<file path="config.mk">
export PLATFORM = sky130hd
export DESIGN_NAME = rce_corr_unit
export DESIGN_NICKNAME = d
export VERILOG_FILES = /design/src/rtl/core/rce_pkg.sv /design/src/rtl/core/rce_corr_unit.sv
export SDC_FILE = /design/constraint.sdc
export NUM_CORES = 2
export LEC_CHECK = 0
export BUFFER_PORTS_ARGS = -buffer_cell sky130_fd_sc_hd__buf_2
export CAP_MARGIN = 20
export CORE_MARGIN = 10
export CORE_UTILIZATION = 40
export CTS_CLUSTER_DIAMETER = 60
export DETAILED_ROUTE_END_ITERATION = 12
export PLACE_DENSITY = 0.55
export SYNTH_ARGS = -nofsm -noshare
export SYNTH_HDL_FRONTEND = slang
export SYNTH_SLANG_ARGS = --single-unit
</file>
<file path="constraint.sdc">
create_clock -name clk_i -period 21.5 [get_ports clk_i]
set_clock_uncertainty 0.05 [all_clocks]
set_input_delay 4.3 -clock clk_i [delete_from_list [all_inputs] [get_ports clk_i]]
set_output_delay 4.3 -clock clk_i [all_outputs]
set_load 0.01 [all_outputs]
</file>
<file path="src/rtl/core/rce_pkg.sv">
// rce_pkg: shared types and constants for the rank correlation engine
// holds request/response structs, memory word layout and rank-sum bundle
// no dependencies
`default_nettype none
package rce_pkg;

  localparam int unsigned MAX_POINTS_DEF = 1024;
  localparam int unsigned SAMPLE_W       = 32;
  localparam int unsigned SUM_W          = 64;
  localparam int unsigned RHO_W          = 16;
  localparam int unsigned COUNT_OUT_W    = 11;

  typedef struct packed {
    logic signed [SAMPLE_W-1:0] x_sample;
    logic signed [SAMPLE_W-1:0] y_sample;
    logic                       last_pair;
  } req_t;

  typedef struct packed {
    logic signed [RHO_W-1:0]  rho;
    logic                     invalid;
    logic [COUNT_OUT_W-1:0]   pair_count;
  } rsp_t;

  // one memory word: a stored sample pair
  typedef struct packed {
    logic signed [SAMPLE_W-1:0] x;
    logic signed [SAMPLE_W-1:0] y;
  } pair_t;

  // rank sums handed from the ranking sequencer to the correlation unit
  typedef struct packed {
    logic [SUM_W-1:0] sxx;
    logic [SUM_W-1:0] syy;
    logic [SUM_W-1:0] sxy;
  } sums_t;

  // correlation result without the pair count
  typedef struct packed {
    logic signed [RHO_W-1:0] rho;
    logic                    invalid;
  } corr_t;

endpackage
`default_nettype wire

</file>
<file path="src/rtl/core/rce_corr_unit.sv">
// rce_corr_unit: turns rank sums into rho in Q1.15
// 64x64 product from 32x32 partials, bit-pair square root, restoring divide,
// round half away from zero and saturate; depends on rce_pkg
`default_nettype none
module rce_corr_unit #(
  parameter int unsigned CW = 11
) (
  input  wire logic           clk_i,
  input  wire logic           rst_ni,
  input  wire logic           start_i,
  input  wire logic [CW-1:0]  n_i,
  input  wire rce_pkg::sums_t sums_i,
  output logic                res_valid_o,
  input  wire logic           res_ack_i,
  output rce_pkg::corr_t      res_o
);

  typedef enum logic [2:0] {
    C_IDLE, C_MUL, C_MACC, C_SQRT, C_DPREP, C_DIV, C_RND, C_HOLD
  } state_e;

  state_e         state_q;
  logic [63:0]    sxx_q, syy_q, mag_q;
  logic           neg_q;
  logic [1:0]     k_q;
  logic [63:0]    prod_q;
  logic [1:0]     sh_q;
  logic [127:0]   acc_q;
  logic [67:0]    rem_q;
  logic [63:0]    root_q;
  logic [5:0]     scnt_q;
  logic [79:0]    r_q, dv_q;
  logic [16:0]    q_q;
  logic [4:0]     dcnt_q;
  rce_pkg::corr_t res_q;

  logic [31:0]    a_part, b_part;
  logic [127:0]   prod_sh;
  logic [67:0]    rem_t, trial;
  logic           sq_take, dv_take, rnd_up;
  logic [17:0]    q_r;
  logic [63:0]    sxy_mag;
  logic           ok_in;

  assign a_part = k_q[1] ? sxx_q[63:32] : sxx_q[31:0];
  assign b_part = k_q[0] ? syy_q[63:32] : syy_q[31:0];

  always_comb begin
    case (sh_q)
      2'd0:    prod_sh = {64'd0, prod_q};
      2'd1:    prod_sh = {32'd0, prod_q, 32'd0};
      2'd2:    prod_sh = {prod_q, 64'd0};
      default: prod_sh = '0;
    endcase
  end

  assign rem_t   = {rem_q[65:0], acc_q[127:126]};
  assign trial   = {2'b00, root_q, 2'b01};
  assign sq_take = (rem_t >= trial);
  assign dv_take = (r_q >= dv_q);
  assign rnd_up  = ({r_q, 1'b0} >= {17'd0, root_q});
  assign q_r     = {1'b0, q_q} + 18'(rnd_up);

  assign sxy_mag = sums_i.sxy[63] ? (64'd0 - sums_i.sxy) : sums_i.sxy;
  assign ok_in   = (n_i >= CW'(2)) && (sums_i.sxx != '0) && (sums_i.syy != '0);

  always_ff @(posedge clk_i or negedge rst_ni) begin
    if (!rst_ni) begin
      state_q <= C_IDLE;
      sxx_q   <= '0;
      syy_q   <= '0;
      mag_q   <= '0;
      neg_q   <= 1'b0;
      k_q     <= '0;
      prod_q  <= '0;
      sh_q    <= '0;
      acc_q   <= '0;
      rem_q   <= '0;
      root_q  <= '0;
      scnt_q  <= '0;
      r_q     <= '0;
      dv_q    <= '0;
      q_q     <= '0;
      dcnt_q  <= '0;
      res_q   <= '0;
    end else begin
      case (state_q)
        C_IDLE: begin
          if (start_i) begin
            sxx_q <= sums_i.sxx;
            syy_q <= sums_i.syy;
            mag_q <= sxy_mag;
            neg_q <= sums_i.sxy[63];
            k_q   <= '0;
            acc_q <= '0;
            if (ok_in) begin
              state_q <= C_MUL;
            end else begin
              res_q.rho     <= '0;
              res_q.invalid <= 1'b1;
              state_q       <= C_HOLD;
            end
          end
        end
        C_MUL: begin
          prod_q  <= a_part * b_part;
          sh_q    <= 2'(k_q[1]) + 2'(k_q[0]);
          state_q <= C_MACC;
        end
        C_MACC: begin
          acc_q <= acc_q + prod_sh;
          if (k_q == 2'd3) begin
            rem_q   <= '0;
            root_q  <= '0;
            scnt_q  <= '0;
            state_q <= C_SQRT;
          end else begin
            k_q     <= k_q + 2'd1;
            state_q <= C_MUL;
          end
        end
        C_SQRT: begin
          // two radicand bits per step, one root bit
          acc_q  <= {acc_q[125:0], 2'b00};
          rem_q  <= sq_take ? (rem_t - trial) : rem_t;
          root_q <= {root_q[62:0], sq_take};
          scnt_q <= scnt_q + 6'd1;
          if (scnt_q == 6'd63) begin
            state_q <= C_DPREP;
          end
        end
        C_DPREP: begin
          r_q     <= {1'b0, mag_q, 15'd0};
          dv_q    <= {root_q, 16'd0};
          q_q     <= '0;
          dcnt_q  <= '0;
          state_q <= C_DIV;
        end
        C_DIV: begin
          if (dv_take) begin
            r_q <= r_q - dv_q;
          end
          q_q    <= {q_q[15:0], dv_take};
          dv_q   <= {1'b0, dv_q[79:1]};
          dcnt_q <= dcnt_q + 5'd1;
          if (dcnt_q == 5'd16) begin
            state_q <= C_RND;
          end
        end
        C_RND: begin
          res_q.invalid <= 1'b0;
          if (neg_q) begin
            res_q.rho <= (q_r > 18'd32768) ? 16'sh8000 : 16'(18'd0 - q_r);
          end else begin
            res_q.rho <= (q_r > 18'd32767) ? 16'sh7fff : 16'(q_r);
          end
          state_q <= C_HOLD;
        end
        C_HOLD: begin
          if (res_ack_i) begin
            state_q <= C_IDLE;
          end
        end
        default: begin
          state_q <= C_IDLE;
        end
      endcase
    end
  end

  assign res_valid_o = (state_q == C_HOLD);
  assign res_o       = res_q;

endmodule
`default_nettype wire

</file>
After elaboration in Yosys (flattened, before gate mapping). Cells that the tools add are included. Widths: inputs -> output; s select.

Add/sub/neg operators: 10. Multipliers: 1. Divide/modulo/power cells: 0. Magnitude comparators: 6. Equal/unequal tests: 20. Shifts and indexed selects: 0. Muxes and demuxes: 34. Bitwise logic cells: 0. Reduce and logical (&&, ||, !) cells: 18.

Operators by type and width (count): $pmux 128 s3 (2); $pmux 80 s2 (2); $mux 66 (2); $pmux 66 s2 (1); $add 128x128->128 (1); $mux 128 (1); $mux 64 (2); $pmux 64 s2 (1); $reduce_bool 64->1 (2); $ge 81x64->1 (1); $ge 80x80->1 (1); $mux 80 (1); $sub 80x80->80 (1); $ge 68x66->1 (1); $pmux 17 s2 (2); $sub 66x66->66 (1); $mul 32x32->64 (1); $mux 32 (2); $sub 1x64->64 const A (1); $mux 16 (3); $mux 17 (2); $pmux 3 s8 (1); $add 17x1->18 (1); $gt 18x15->1 const B (1); other kinds (30) (55).

Register bits after elaboration: 727. Bits in latches: 0. RAM bits: 0. Bits in read-only memories: 0. Word-level logic and storage cells: 107. Memories: 0.

Logic depth before layout (Yosys ltp).
Depth after elaboration: 6. Depth in mapped cells: 35. Depth with buffers taken out: 32.

Worst setup path before layout. OpenSTA, ideal clock, no wires.

Kind: register to register. Start: register k_q[0]. End: register prod_q[62]. Setup time: 0.104 ns. Data arrival time: 9.056 ns. Data required time: 21.346 ns. Slack: 12.290 ns. Stages on the path, launching flop included: 33. Buffers on the path: 3. Period minus slack after synthesis: 9.210 ns. Cells stage by stage: dfrtp_1 > clkbuf_1 > buf_1 > mux2i_1 > clkbuf_1 > nor2_1 > fa_1 > fa_1 > fa_1 > inv_1 > fa_1 > inv_1 > fa_1 > inv_1 > fa_1 > inv_1 > fa_1 > inv_1 > fa_1 > inv_1 > ha_1 > nand3_1 > or2_1 > o211a_1 > a32oi_2 > a31oi_1 > a31oi_1 > nand2_1 > o21ba_2 > nor4_2 > o221a_2 > a221oi_1 > o311ai_1.

Cells in the longest elaborated chain, start to end: 2.

RTL lines: start, declared (line rce_corr_unit.sv:25) `logic [1:0] k_q;`; start signal, assigned (line rce_corr_unit.sv:118) `k_q <= k_q + 2'd1;`; $mux 32 (line rce_corr_unit.sv:46) `assign b_part = k_q[0] ? syy_q[63:32] : syy_q[31:0];`; $mul 32x32->64 (line rce_corr_unit.sv:106) `prod_q <= a_part * b_part;`; end signal, assigned (line rce_corr_unit.sv:106); end, declared (line rce_corr_unit.sv:26) `logic [63:0] prod_q;`.

No other way between the ends. A chain may end at the register's enable or synchronous reset.

Final worst setup path.
Start: register k_q[1]. End: register prod_q[57].

Cells in the longest elaborated chain, start to end: 2.

RTL lines: $mux 32 (line rce_corr_unit.sv:45) `assign a_part = k_q[1] ? sxx_q[63:32] : sxx_q[31:0];`; $mul 32x32->64 (line rce_corr_unit.sv:106).

No other way between the ends.

==> out/qor.yml <==
drive_gt1_share_pct: 7.19
synth.area.top_cells: "dfrtp_1 22%, fa_1 21%, ha_1 9.0%"
clockBufferDepth: 3
cpLargestDelayFamily: "adder cells"
report.final.slew_viol_count: 0
cts_resized: 0
cts_setup_buffers: 0
numCtsBuffers: 100
pin_count: 225
start_util_pct: 40.2
postCtsHoldBufs: 0
track_usage_pct: 25.3
post-synth-top-count-cell: "nand2_1"
die_w_um: 478
cts_tree: "built"
dpl.hpwl_um: 223000
cts_sinks: 727
clock-root-buffer: "clkbuf_16"
layout.nets: 11700
synth_fp_nets: 11800
area_delta_synth_final_pct: 8.49
tns_ns: 0
period_share_pct: 50.3
max_slew_margin_pct: 19.5
synth_flop_cell: "dfrtp_1"
yosysSeqAreaShare_pct: 21.6
fp.dieArea_sq_um: 229000
clock_latency_ns: 0.78
portBuffers: 223
netlist_area_sq_um: 84100
wire_per_inst_um: 23.0
crit_type: "flop to flop"
cp_slowest_stage_delay_ns: 0.71
path_clk_slew_ns: 0.06
yosys-top-cells-count: "1594 x nand2_1, 1151 x inv_1, 957 x nor2_1"
setup_viol: 0
cp.arrival_ns: 11.37
yosys_warnings: 0
hp-class: "flop to flop"
maxCapViolCount: 0
synth_edf_count: 0
critical_path.max_fanout: 44
grt_pass1_vias: 73500
first_pass_iters: 6
required_ns: 22.06
yosysTopAreaCell: "dfrtp_1"
netlist_instances: 10100
status: "finished clean"
async_flop_share_pct: 100
core_sq_um: 209000
crit_slowest_cell: "buf_4"
ys_ff_latch: 727
wl_um: 295000
routabilityCongestion: 0.962
fmax_ghz: 0.0925
vias: 72200
synth_cell_types: 102
drt_iter0_markers: 5232
ant_nets: 0
via_per_inst: 5.62
num_rows: 168
tightest_slew_ns: 1.18
h-tree-depth: 3
cp-start-kind: "flop"
rsz0062_at_grt: "false"
syn-mean-instance-area_sq_um: 8.35
final_hold_viol_count: 0
grt_max_degree: 150
grt_antenna_before_repair: 3
grt_overflow_total: 0
crit_path_end_kind: "flop"
drc_errors: 0
die_h_um: 478
period_needed_ns: 10.81
grt_pass1_wl_um: 452000
crit_buf_inv: 6
crit_top_cell: "fa_1"
yosysTopAreaCellShare_pct: 21.6
-- final cells by class --
class                   instances  area (sq um)
flip-flops and latches        727         18200
inverters                    1151          4320
repair buffers                330          1980
multi-input cells            7634         59800
diodes                          1          2.50
fillers                     21000        118000
clock inverters                54           621
well taps                    2805          3510
clock buffers                 133          2810
-- worst reg2reg max path, delay by kind of cell (launching register included) --
kind                     cells  cell delay (ns)
adder cells (fa/ha/maj)      9             4.71
AND/OR/NAND/NOR              6             1.24
XOR/XNOR                     1             0.16
multiplexers                 1             0.31
flip-flops                   1             0.70
AO/OA/AOI/OAI                7             2.07
buffers and inverters        6             1.48
-- routing by layer --
| layer | track usage [%] | vias to the layer above | wire, um |
|---|---|---|---|
| met1 | 33.2 | 36100 | 125000 |
| li1 | - | 33000 | - |
| met5 | 0 | - | 0 |
| met4 | 11.7 | 0 | 16300 |
| met2 | 40.7 | 2362 | 135000 |
| met3 | 4.19 | 617 | 19400 |
-- per-stage QoR --
| stage | instance area (sq um) | cells | hold slack (ns) | setup slack, ns | util, % |
|---|---|---|---|---|---|
| floorplan | 84100 | 10100 | 0.390 | 12.29 | - |
| detailed placement | 87700 | 12600 | 0.411 | 10.86 | 41.9 |
| CTS | 91200 | 12800 | 0.427 | 10.87 | 43.5 |
| global placement | 87700 | 12600 | 0.405 | 10.92 | 41.9 |
| finish | 91200 | 12800 | 0.432 | 10.69 | 43.6 |
| global route | 91200 | 12800 | 0.461 | 10.20 | 43.6 |
-- registers in the layout (all words and copies together), names as in the netlist, 66 cells and up --
| signal | flops |
|---|---|
| acc_q | 128 |
| rem_q | 66 |
| dv_q | 80 |
| r_q | 80 |
-- layout by cell type (no fill, tap or decap), types with 16 or more instances in the layout --
| cell | Yosys | routed |
|---|---|---|
| or2_2 | 16 | 16 |
| nand2b_1 | 48 | 46 |
| and2_1 | 92 | 91 |
| o21a_1 | 40 | 40 |
| mux2i_2 | 0 | 39 |
| xnor2_1 | 207 | 207 |
| and4_1 | 16 | 16 |
| a21oi_1 | 546 | 546 |
| nand3_1 | 128 | 128 |
| buf_4 | 2 | 101 |
| a221oi_1 | 23 | 23 |
| or3_1 | 27 | 27 |
| xor2_1 | 200 | 200 |
| a22oi_1 | 57 | 57 |
| o211ai_1 | 35 | 35 |
| and3_1 | 41 | 41 |
| o21bai_1 | 75 | 75 |
| nor3_1 | 58 | 58 |
| nor2_1 | 957 | 952 |
| dfrtp_1 | 727 | 723 |
| inv_1 | 1151 | 1150 |
| nand2_1 | 1594 | 1589 |
| ha_1 | 608 | 608 |
| nor4_1 | 64 | 64 |
| o31ai_1 | 66 | 66 |
| mux2i_1 | 177 | 131 |
| nor2b_1 | 42 | 38 |
| fa_1 | 898 | 898 |
| clkbuf_16 | 0 | 100 |
| o21ai_0 | 740 | 740 |
| or4_1 | 16 | 16 |
| a22o_1 | 82 | 82 |
| mux2_2 | 73 | 73 |
| a211oi_1 | 29 | 29 |
| buf_2 | 30 | 223 |
| nand4_1 | 144 | 144 |
| a31oi_1 | 53 | 53 |
| a21o_1 | 253 | 251 |
| clkbuf_8 | 0 | 18 |
| o21ai_1 | 30 | 29 |
-- path summary, 6_finish.rpt --
check	from	endpoint	slack (ns)	cells after the start
max	k_q[1]	prod_q[57]	10.69	30
min	syy_q[57]	syy_q[57]	0.43	2
max reg2reg	k_q[1]	prod_q[57]	10.69	30
min reg2reg	syy_q[57]	syy_q[57]	0.43	2
max in group asynchronous	rst_ni	sxx_q[26]	14.65	4
min in group asynchronous	rst_ni	r_q[8]	3.49	1
-- cells by family after synthesis --
kind of cell / count (synthesis) / synth area share (%)
AOI/OAI and AO/OA: 2191 / 16.2
xor gates and xnor gates: 407 / 4.24
adders and majority gates: 1506 / 30.4
buffers and inverters: 1711 / 7.70
DFF: 727 / 21.6
muxes: 250 / 3.09
and+or+nand+nor: 3280 / 16.7
Power is not shown: default switching activity piles up to over one toggle a cycle in this logic, so the estimate is an artifact.
