## src/rtl/core/rce_pkg.sv

```systemverilog
// rce_pkg: shared types and constants for the rank correlation engine
// holds request/response structs, memory word layout and rank-sum bundle
// no dependencies
`default_nettype none
package rce_pkg;

  localparam int unsigned MAX_POINTS_DEF = 1024;
  localparam int unsigned SAMPLE_W       = 32;
  localparam int unsigned SUM_W          = 64;
  localparam int unsigned RHO_W          = 16;
  localparam int unsigned COUNT_OUT_W    = 11;

  typedef struct packed {
    logic signed [SAMPLE_W-1:0] x_sample;
    logic signed [SAMPLE_W-1:0] y_sample;
    logic                       last_pair;
  } req_t;

  typedef struct packed {
    logic signed [RHO_W-1:0]  rho;
    logic                     invalid;
    logic [COUNT_OUT_W-1:0]   pair_count;
  } rsp_t;

  // one memory word: a stored sample pair
  typedef struct packed {
    logic signed [SAMPLE_W-1:0] x;
    logic signed [SAMPLE_W-1:0] y;
  } pair_t;

  // rank sums handed from the ranking sequencer to the correlation unit
  typedef struct packed {
    logic [SUM_W-1:0] sxx;
    logic [SUM_W-1:0] syy;
    logic [SUM_W-1:0] sxy;
  } sums_t;

  // correlation result without the pair count
  typedef struct packed {
    logic signed [RHO_W-1:0] rho;
    logic                    invalid;
  } corr_t;

endpackage
`default_nettype wire

```

## src/rtl/core/rce_rank_unit.sv

```systemverilog
// rce_rank_unit: quadratic ranking pass over the pair memory
// reads element i and element j each cycle, counts smaller/equal samples,
// then squares, multiplies and accumulates centered doubled ranks; depends on rce_pkg
`default_nettype none
module rce_rank_unit #(
  parameter int unsigned AW = 10,
  parameter int unsigned CW = 11
) (
  input  wire logic           clk_i,
  input  wire logic           rst_ni,
  input  wire logic           start_i,
  input  wire logic [CW-1:0]  n_i,
  output logic                rd_en_o,
  output logic [AW-1:0]       rd_addr_a_o,
  output logic [AW-1:0]       rd_addr_b_o,
  input  wire rce_pkg::pair_t rd_a_i,
  input  wire rce_pkg::pair_t rd_b_i,
  output logic                done_o,
  output rce_pkg::sums_t      sums_o
);

  localparam int unsigned RW = CW + 2;
  localparam int unsigned PW = 2 * RW;

  typedef enum logic [1:0] {R_IDLE, R_ISSUE, R_DRAIN} state_e;

  state_e               state_q;
  logic [AW-1:0]        i_q, j_q;
  logic [CW-1:0]        n_q;
  logic                 s1_v_q, s1_last_q, s2_v_q, s3_v_q, done_q;
  logic [CW-1:0]        lx_q, ex_q, ly_q, ey_q;
  logic signed [RW-1:0] cx_q, cy_q;
  logic signed [PW-1:0] pxx_q, pyy_q, pxy_q;
  rce_pkg::sums_t       sums_q;

  logic                 i_last, j_last;
  logic [CW-1:0]        lx_tot, ex_tot, ly_tot, ey_tot;
  logic signed [RW-1:0] cx_w, cy_w;

  assign i_last = (i_q == AW'(n_q - CW'(1)));
  assign j_last = (j_q == AW'(n_q - CW'(1)));

  assign lx_tot = lx_q + CW'(rd_b_i.x < rd_a_i.x);
  assign ex_tot = ex_q + CW'(rd_b_i.x == rd_a_i.x);
  assign ly_tot = ly_q + CW'(rd_b_i.y < rd_a_i.y);
  assign ey_tot = ey_q + CW'(rd_b_i.y == rd_a_i.y);

  // equal count includes the element itself, so 2*less + eq - n is the doubled centered rank
  assign cx_w = $signed(RW'({lx_tot, 1'b0}) + RW'(ex_tot) - RW'(n_q));
  assign cy_w = $signed(RW'({ly_tot, 1'b0}) + RW'(ey_tot) - RW'(n_q));

  always_ff @(posedge clk_i or negedge rst_ni) begin
    if (!rst_ni) begin
      state_q   <= R_IDLE;
      i_q       <= '0;
      j_q       <= '0;
      n_q       <= '0;
      s1_v_q    <= 1'b0;
      s1_last_q <= 1'b0;
      s2_v_q    <= 1'b0;
      s3_v_q    <= 1'b0;
      done_q    <= 1'b0;
      lx_q      <= '0;
      ex_q      <= '0;
      ly_q      <= '0;
      ey_q      <= '0;
      cx_q      <= '0;
      cy_q      <= '0;
      pxx_q     <= '0;
      pyy_q     <= '0;
      pxy_q     <= '0;
      sums_q    <= '0;
    end else begin
      done_q    <= 1'b0;
      s1_v_q    <= 1'b0;
      s1_last_q <= 1'b0;
      case (state_q)
        R_IDLE: begin
          if (start_i) begin
            n_q     <= n_i;
            i_q     <= '0;
            j_q     <= '0;
            lx_q    <= '0;
            ex_q    <= '0;
            ly_q    <= '0;
            ey_q    <= '0;
            sums_q  <= '0;
            state_q <= R_ISSUE;
          end
        end
        R_ISSUE: begin
          s1_v_q    <= 1'b1;
          s1_last_q <= j_last;
          if (j_last) begin
            j_q <= '0;
            if (i_last) begin
              state_q <= R_DRAIN;
            end else begin
              i_q <= i_q + AW'(1);
            end
          end else begin
            j_q <= j_q + AW'(1);
          end
        end
        R_DRAIN: begin
          if (!s1_v_q && !s2_v_q && !s3_v_q) begin
            done_q  <= 1'b1;
            state_q <= R_IDLE;
          end
        end
        default: begin
          state_q <= R_IDLE;
        end
      endcase

      // compare stage
      s2_v_q <= 1'b0;
      if (s1_v_q) begin
        if (s1_last_q) begin
          cx_q   <= cx_w;
          cy_q   <= cy_w;
          s2_v_q <= 1'b1;
          lx_q   <= '0;
          ex_q   <= '0;
          ly_q   <= '0;
          ey_q   <= '0;
        end else begin
          lx_q <= lx_tot;
          ex_q <= ex_tot;
          ly_q <= ly_tot;
          ey_q <= ey_tot;
        end
      end

      // product stage
      s3_v_q <= s2_v_q;
      if (s2_v_q) begin
        pxx_q <= PW'(cx_q) * PW'(cx_q);
        pyy_q <= PW'(cy_q) * PW'(cy_q);
        pxy_q <= PW'(cx_q) * PW'(cy_q);
      end

      // accumulate stage
      if (s3_v_q) begin
        sums_q.sxx <= sums_q.sxx + rce_pkg::SUM_W'(pxx_q);
        sums_q.syy <= sums_q.syy + rce_pkg::SUM_W'(pyy_q);
        sums_q.sxy <= sums_q.sxy + rce_pkg::SUM_W'(pxy_q);
      end
    end
  end

  assign rd_en_o     = (state_q == R_ISSUE);
  assign rd_addr_a_o = i_q;
  assign rd_addr_b_o = j_q;
  assign done_o      = done_q;
  assign sums_o      = sums_q;

endmodule
`default_nettype wire

```

## config.mk

```make
export PLATFORM = sky130hd
export DESIGN_NAME = rce_rank_unit
export DESIGN_NICKNAME = d
export VERILOG_FILES = /design/src/rtl/core/rce_pkg.sv /design/src/rtl/core/rce_rank_unit.sv
export SDC_FILE = /design/constraint.sdc
export NUM_CORES = 2
export LEC_CHECK = 0
export ABC_AREA = 0
export BUFFER_PORTS_ARGS = -buffer_cell sky130_fd_sc_hd__buf_2
export CAP_MARGIN = 40
export CORE_ASPECT_RATIO = 0.9
export CORE_MARGIN = 1
export CORE_UTILIZATION = 55
export DETAILED_ROUTE_END_ITERATION = 8
export PLACE_DENSITY = 0.7
export SYNTH_ARGS = -nofsm -noshare
export SYNTH_HDL_FRONTEND = slang
export SYNTH_SLANG_ARGS = --single-unit
```

## constraint.sdc

```tcl
create_clock -name clk_i -period 13.6 [get_ports clk_i]
set_clock_uncertainty 0.1 [all_clocks]
set_input_delay 2.04 -clock clk_i [delete_from_list [all_inputs] [get_ports clk_i]]
set_output_delay 2.04 -clock clk_i [all_outputs]
set_load 0.005 [all_outputs]
```

# [Word-level counts from Yosys, hierarchy flattened]
# Index checks and enable logic that the tools add are counted.
# W data, S select, Z words.
[totals] reg_bits=378 out_inout_bits=214 wordCells=99
[classes] addsub=14 mul=3 magnitude_cmp=2 n_eq_ne=11 n_mux=30 reduce_logical=18
[ops] operator="$mux W192" count=3
[ops] operator="$add A64 B64 Y64" count=3
[ops] operator="$mux W11" count=10
[ops] operator="$mul A13 B13 Y26" count=3
[ops] operator="$eq A32 B32 Y1" count=2
[ops] operator="$lt A32 B32 Y1" count=2
[ops] operator="$add A11 B1 Y11" count=4
[ops] operator="$mux W10" count=4
[ops] operator="$pmux W10 S2" count=2
[ops] operator="$add A12 B11 Y13" count=2
[ops] operator="$sub A13 B11 Y13" count=2
[ops] operator="$add A10 B1 Y10 const B" count=2
[ops] operator="$eq A10 B10 Y1" count=2
[ops] operator="$reduce_and A2 Y1" count=5
[ops] operator="$reduce_bool A2 Y1" count=5
[ops] operator="$sub A10 B1 Y10 const B" count=1
[ops] operator="$mux W2" count=4
[ops] operator="$reduce_and A4 Y1" count=2
[ops] operator="$mux W1" count=6
[ops] operator="$ne A2 B2 Y1 const B" count=3
[ops] operator="$pmux W2 S3" count=1
[ops] operator="$ne A2 B1 Y1 const B" count=2
[ops] operator="$logic_not A1 Y1" count=3
[ops] operator="$eq A2 B1 Y1 const B" count=1
[ops] operator="3 further kinds" count=4

# [Longest topological paths before layout]
[depth] word_depth=5 depth_mapped=28

# [Least setup slack after synthesis]
# OpenSTA, ideal clock, no wires.
[synth_timing] path_kind="input-to-reg" from="input rd_a_i[1] (netlist name)" to="register cy_q[12]" t_arrival_ns=6.662 required_time_ns=13.363 path_slack_ns=6.701 path_stages=26 cell_sequence="inv_1 -> ha_1 -> nor2b_1 -> o21a_1 -> o21a_1 -> o21a_1 -> o21a_1 -> o21a_1 -> o21ai_0 -> a21oi_1 -> nor3_1 -> mux2i_1 -> ha_1 -> ha_1 -> fa_1 -> ha_1 -> a21o_1 -> a21oi_1 -> o21bai_1 -> a21oi_1 -> nor2b_1 -> o21a_1 -> o31a_1 -> o41ai_1 -> xor2_1 -> o21ai_0"
[synth_between] elab_chain_len=4
[synth_rtl] item="start, declared" line="rce_rank_unit.sv:16" source="input wire rce_pkg::pair_t rd_a_i,"
[synth_rtl] item="$lt A32 B32 Y1 or $eq A32 B32 Y1 (tied branches)" line="rce_rank_unit.sv:45, rce_rank_unit.sv:46"
[synth_rtl] item="$add A11 B1 Y11, on equally long branches" line="rce_rank_unit.sv:45, rce_rank_unit.sv:46"
[synth_rtl] item="$add A12 B11 Y13 (*)" line="rce_rank_unit.sv:50" source="assign cy_w = $signed(RW'({ly_tot, 1'b0}) + RW'(ey_tot) - RW'(n_q));"
[synth_rtl] item="$sub A13 B11 Y13 (*)" line="rce_rank_unit.sv:50"
[synth_rtl] item="end signal, assigned" line="rce_rank_unit.sv:121" source="cy_q <= cy_w;"
[synth_rtl] item="end, declared" line="rce_rank_unit.sv:32" source="logic signed [RW-1:0] cx_q, cy_q;"
# Every way passes the cells marked *; elsewhere a longest branch is shown, timed or not.
# A chain may end at the register's enable or synchronous reset.

# [Worst setup path after layout]
[layout_timing] from="register cy_q[12]" to="register pxy_q[22]"
[layout_between] elab_chain_len=1
[layout_rtl] item="$mul A13 B13 Y26" line="rce_rank_unit.sv:140" source="pxy_q <= PW'(cx_q) * PW'(cy_q);"
[layout_rtl] item="end signal, assigned" line="rce_rank_unit.sv:140"
[layout_rtl] item="end, declared" line="rce_rank_unit.sv:33" source="logic signed [PW-1:0] pxx_q, pyy_q, pxy_q;"
# No other way between the ends.

==> reports/results.tsv <==
metric	value	unit
Async SR Flop Fraction	1.00	
synthesized cell area	46300	um^2
total grt overflow	0	
pre-CTS WS	6.01	ns
total negative setup slack	0	ns
HPWL after DPL	90500	um
Post-synth top flop	dfrtp_1	
Max Cap Viol	0	
Area Growth Syn to Fin	9.52	%
crit path DAT	7.65	ns
number of global-route vias before repair	37476	
final worst setup slack	6.33	ns
WL met2	54700	um
NumNets Final	6612	
cts bufs inserted	45	
largest net degree at the start of global routing	137	
Tmin final	7.27	ns
status	complete, no violations	
Hold Crit Class	flip-flop to flip-flop	
I/O pin count	356	
DR vias	37580	
DR vias/cell	5.65	
Detailed Route Iter0 Violations	2496	
routed length per instance	17.5	um
unrepaired setup endpoints after global routing	no	
first-pass GRT wire length	192000	um
critical path required time	13.98	ns
reg2reg setup slack	6.33	ns
Reg2Reg Depth	20	
worst-margin pin slew	0.919	ns
Skew-Pair Late Insertion Delay	0.61	ns
row cnt	100	
placed inst area	49100	um^2
final instance area	50700	um^2
Final GP Congestion	0.925	
Synth Register Bits	376	
cell count of the worst hold path	2	
die height	277	um
Die ar.	85300	um^2
post-CTS setup buffers	0	
crit start category	flip-flop	
DRT Pass-1 Iters	5	
CP Capture Point	pxy_q[22]$_DFFE_PN0P_	
synthesized area per cell	8.81	um^2
antenna violations before repair	0	
layout cells sized above 1	0.107	
endpoints failing setup	0	
Synth top area share	0.203	
crit path kind	flip-flop to flip-flop	
Syn Inst Count	5253	
clock tree buffer depth	3	
Static Leak	26.6	nW
DRC errors left	0	
clk root buf	clkbuf_16	
# diodes	0	
H-tree depth	2	
post-cts hold buffer count	0	
Clock transition at path regs	0.06	ns
Seq/Total Area, Yosys	0.203	
syn nets	6367	
Final Max Slew Viols	0	
Area contributors post-synth	dfrtp_1, fa_1, ha_1, inv_1, nand2_1	
pwr/cell area	254	nW/um^2
Total GRT Usage	0.275	
# clock sinks	376	
crit-path max FO	22	
Critical Path Sink Type	flip-flop	
fin crit share	0.534	
CORE AREA	83000	um^2
Pwr Total	12.9	mW
number of synthesized flops with an enable pin	0	
fmax	138	MHz
starting density of the core	0.558	
number of synthesis warnings	0	
metal3 WL	6120	um
Hold Vio Cnt, Final	0	
WL final	117000	um
library cells used by synthesis	90	
Worst slew margin	0.371	
Crit Reg-Reg Endpoint	pxy_q[22]$_DFFE_PN0P_	
VDD IR-drop max	0.000501	V
area leader, netlist	dfrtp_1	
die extent in x	308	um
Worst R2R Start	cy_q[12]$_DFFE_PN0P_	
Post-Route M1 WL	53200	um
Highest Signal Layer	met4	
post-CTS resize count	0	
post-route antenna net violation count	0	
PortBufs	355	
CTS tree	done	
critical path startpoint	cy_q[12]$_DFFE_PN0P_	
-- metal layers --
metal / global-route usage / vias to the layer above
met4: 0.0628 / 0
met1: 0.391 / 18351
met5: 0 / -
met3: 0.0285 / 174
li1: - / 18019
met2: 0.452 / 1036
-- worst max-delay path, stage by stage (launching register included) --
cell,delay [ns]
dfrtp_1,0.32
buf_4,0.33
clkinv_1,0.64
nor2_1,0.35
fa_1,0.47
fa_1,0.52
fa_1,0.54
fa_1,0.53
fa_1,0.50
ha_1,0.31
ha_1,0.35
a21o_1,0.19
a21o_1,0.16
a21oi_1,0.30
o21ai_0,0.20
a31oi_1,0.37
a211oi_1,0.16
o21ai_0,0.25
nor2b_1,0.20
xnor2_1,0.08
mux2_2,0.26
-- kinds of logic after synthesis --
| group | Yosys count | synth area share |
|---|---|---|
| multiplexers | 75 | 0.0181 |
| buffers and inverters | 924 | 0.0755 |
| adder cells (fa/ha/maj) | 972 | 0.339 |
| XOR/XNOR | 354 | 0.0682 |
| AO/OA/AOI/OAI | 1162 | 0.156 |
| flip-flops | 376 | 0.203 |
| AND/OR/NAND/NOR | 1390 | 0.140 |
-- layout make-up --
cell class              instances  area (um^2)
clock buffers                  64         1340
clock inverters                19          214
fillers                      7416        32300
inverters                     720         2710
multi-input cells            3953        33400
flip-flops and latches        376         9420
well taps                    1122         1400
repair buffers                402         2210
-- worst min-delay path by stage --
stage                                     start  slack, ns                     to
final                      cx_q[12]$_DFFE_PN0P_       0.39   cx_q[12]$_DFFE_PN0P_
after global routing      pyy_q[25]$_DFFE_PN0P_       0.43  pyy_q[25]$_DFFE_PN0P_
after CTS                  cx_q[12]$_DFFE_PN0P_       0.40   cx_q[12]$_DFFE_PN0P_
after detailed placement   cx_q[12]$_DFFE_PN0P_       0.38   cx_q[12]$_DFFE_PN0P_
after global placement     cx_q[12]$_DFFE_PN0P_       0.37   cx_q[12]$_DFFE_PN0P_
after floorplan                s2_v_q$_DFF_PN0_       0.25       s3_v_q$_DFF_PN0_
-- layout by cell type (no fill, tap or decap), types with 65 or more instances in the layout --
cell type	Yosys	layout
inv_1	718	717
nand2_1	649	648
ha_1	502	502
fa_1	470	470
dfrtp_1	376	374
o21ai_0	370	370
buf_2	5	354
a21oi_1	279	279
xnor2_1	216	216
nor2_1	211	209
xor2_1	134	134
and2_1	133	132
a21o_1	119	119
nand3_1	83	83
mux2_2	69	69
nand4_1	65	65
-- report_power, final --
| part | leakage (nW) | total, mW | internal, mW | switching, mW |
|---|---|---|---|---|
| logic | 21.8 | 10.4 | 4.69 | 5.75 |
| registers | 4.11 | 1.17 | 1.14 | 0.0304 |
| clock network | 0.751 | 1.28 | 0.745 | 0.538 |
-- metrics by stage --
| step | utilization | hold WS (ns) | cells |
|---|---|---|---|
| 6_report | 0.611 | 0.390 | 6656 |
| 4_1_cts | 0.611 | 0.398 | 6656 |
| 3_3_place_gp | 0.591 | 0.367 | 6569 |
| 5_1_grt | 0.611 | 0.434 | 6656 |
| 2_1_floorplan | - | 0.252 | 5253 |
| 3_5_place_dp | 0.592 | 0.384 | 6573 |
-- sequential cells by signal, summed over array words and instances, names as in the netlist, 2 cells and up --
| signal | flops |
|---|---|
| pxx_q | 25 |
| ex_q | 11 |
| state_q | 2 |
| n_q | 11 |
| pxy_q | 26 |
| lx_q | 11 |
| rd_addr_a_o | 10 |
| ey_q | 11 |
| pyy_q | 25 |
| ly_q | 11 |
| rd_addr_b_o | 10 |
| sums_o | 192 |
| cx_q | 13 |
| cy_q | 13 |
-- cell usage after synthesis, types with 13 or more instances --
| master | n |
|---|---|
| o21ai_0 | 370 |
| fa_1 | 470 |
| o211ai_1 | 18 |
| o22ai_1 | 18 |
| o31ai_1 | 21 |
| clkbuf_1 | 184 |
| and2_1 | 133 |
| nor2b_1 | 39 |
| mux2_2 | 69 |
| inv_1 | 718 |
| a21oi_1 | 279 |
| nor3_1 | 43 |
| xnor2_1 | 216 |
| a21o_1 | 119 |
| or2_2 | 13 |
| nand4_1 | 65 |
| a31oi_1 | 34 |
| dfrtp_1 | 376 |
| o21ai_1 | 28 |
| o21bai_1 | 56 |
| nor2_1 | 211 |
| nand3_1 | 83 |
| and3_1 | 47 |
| a211oi_1 | 38 |
| a22o_1 | 27 |
| nand2b_1 | 40 |
| nand2_1 | 649 |
| ha_1 | 502 |
| xor2_1 | 134 |
| o21a_1 | 37 |
(Power assumes the default switching activity.)
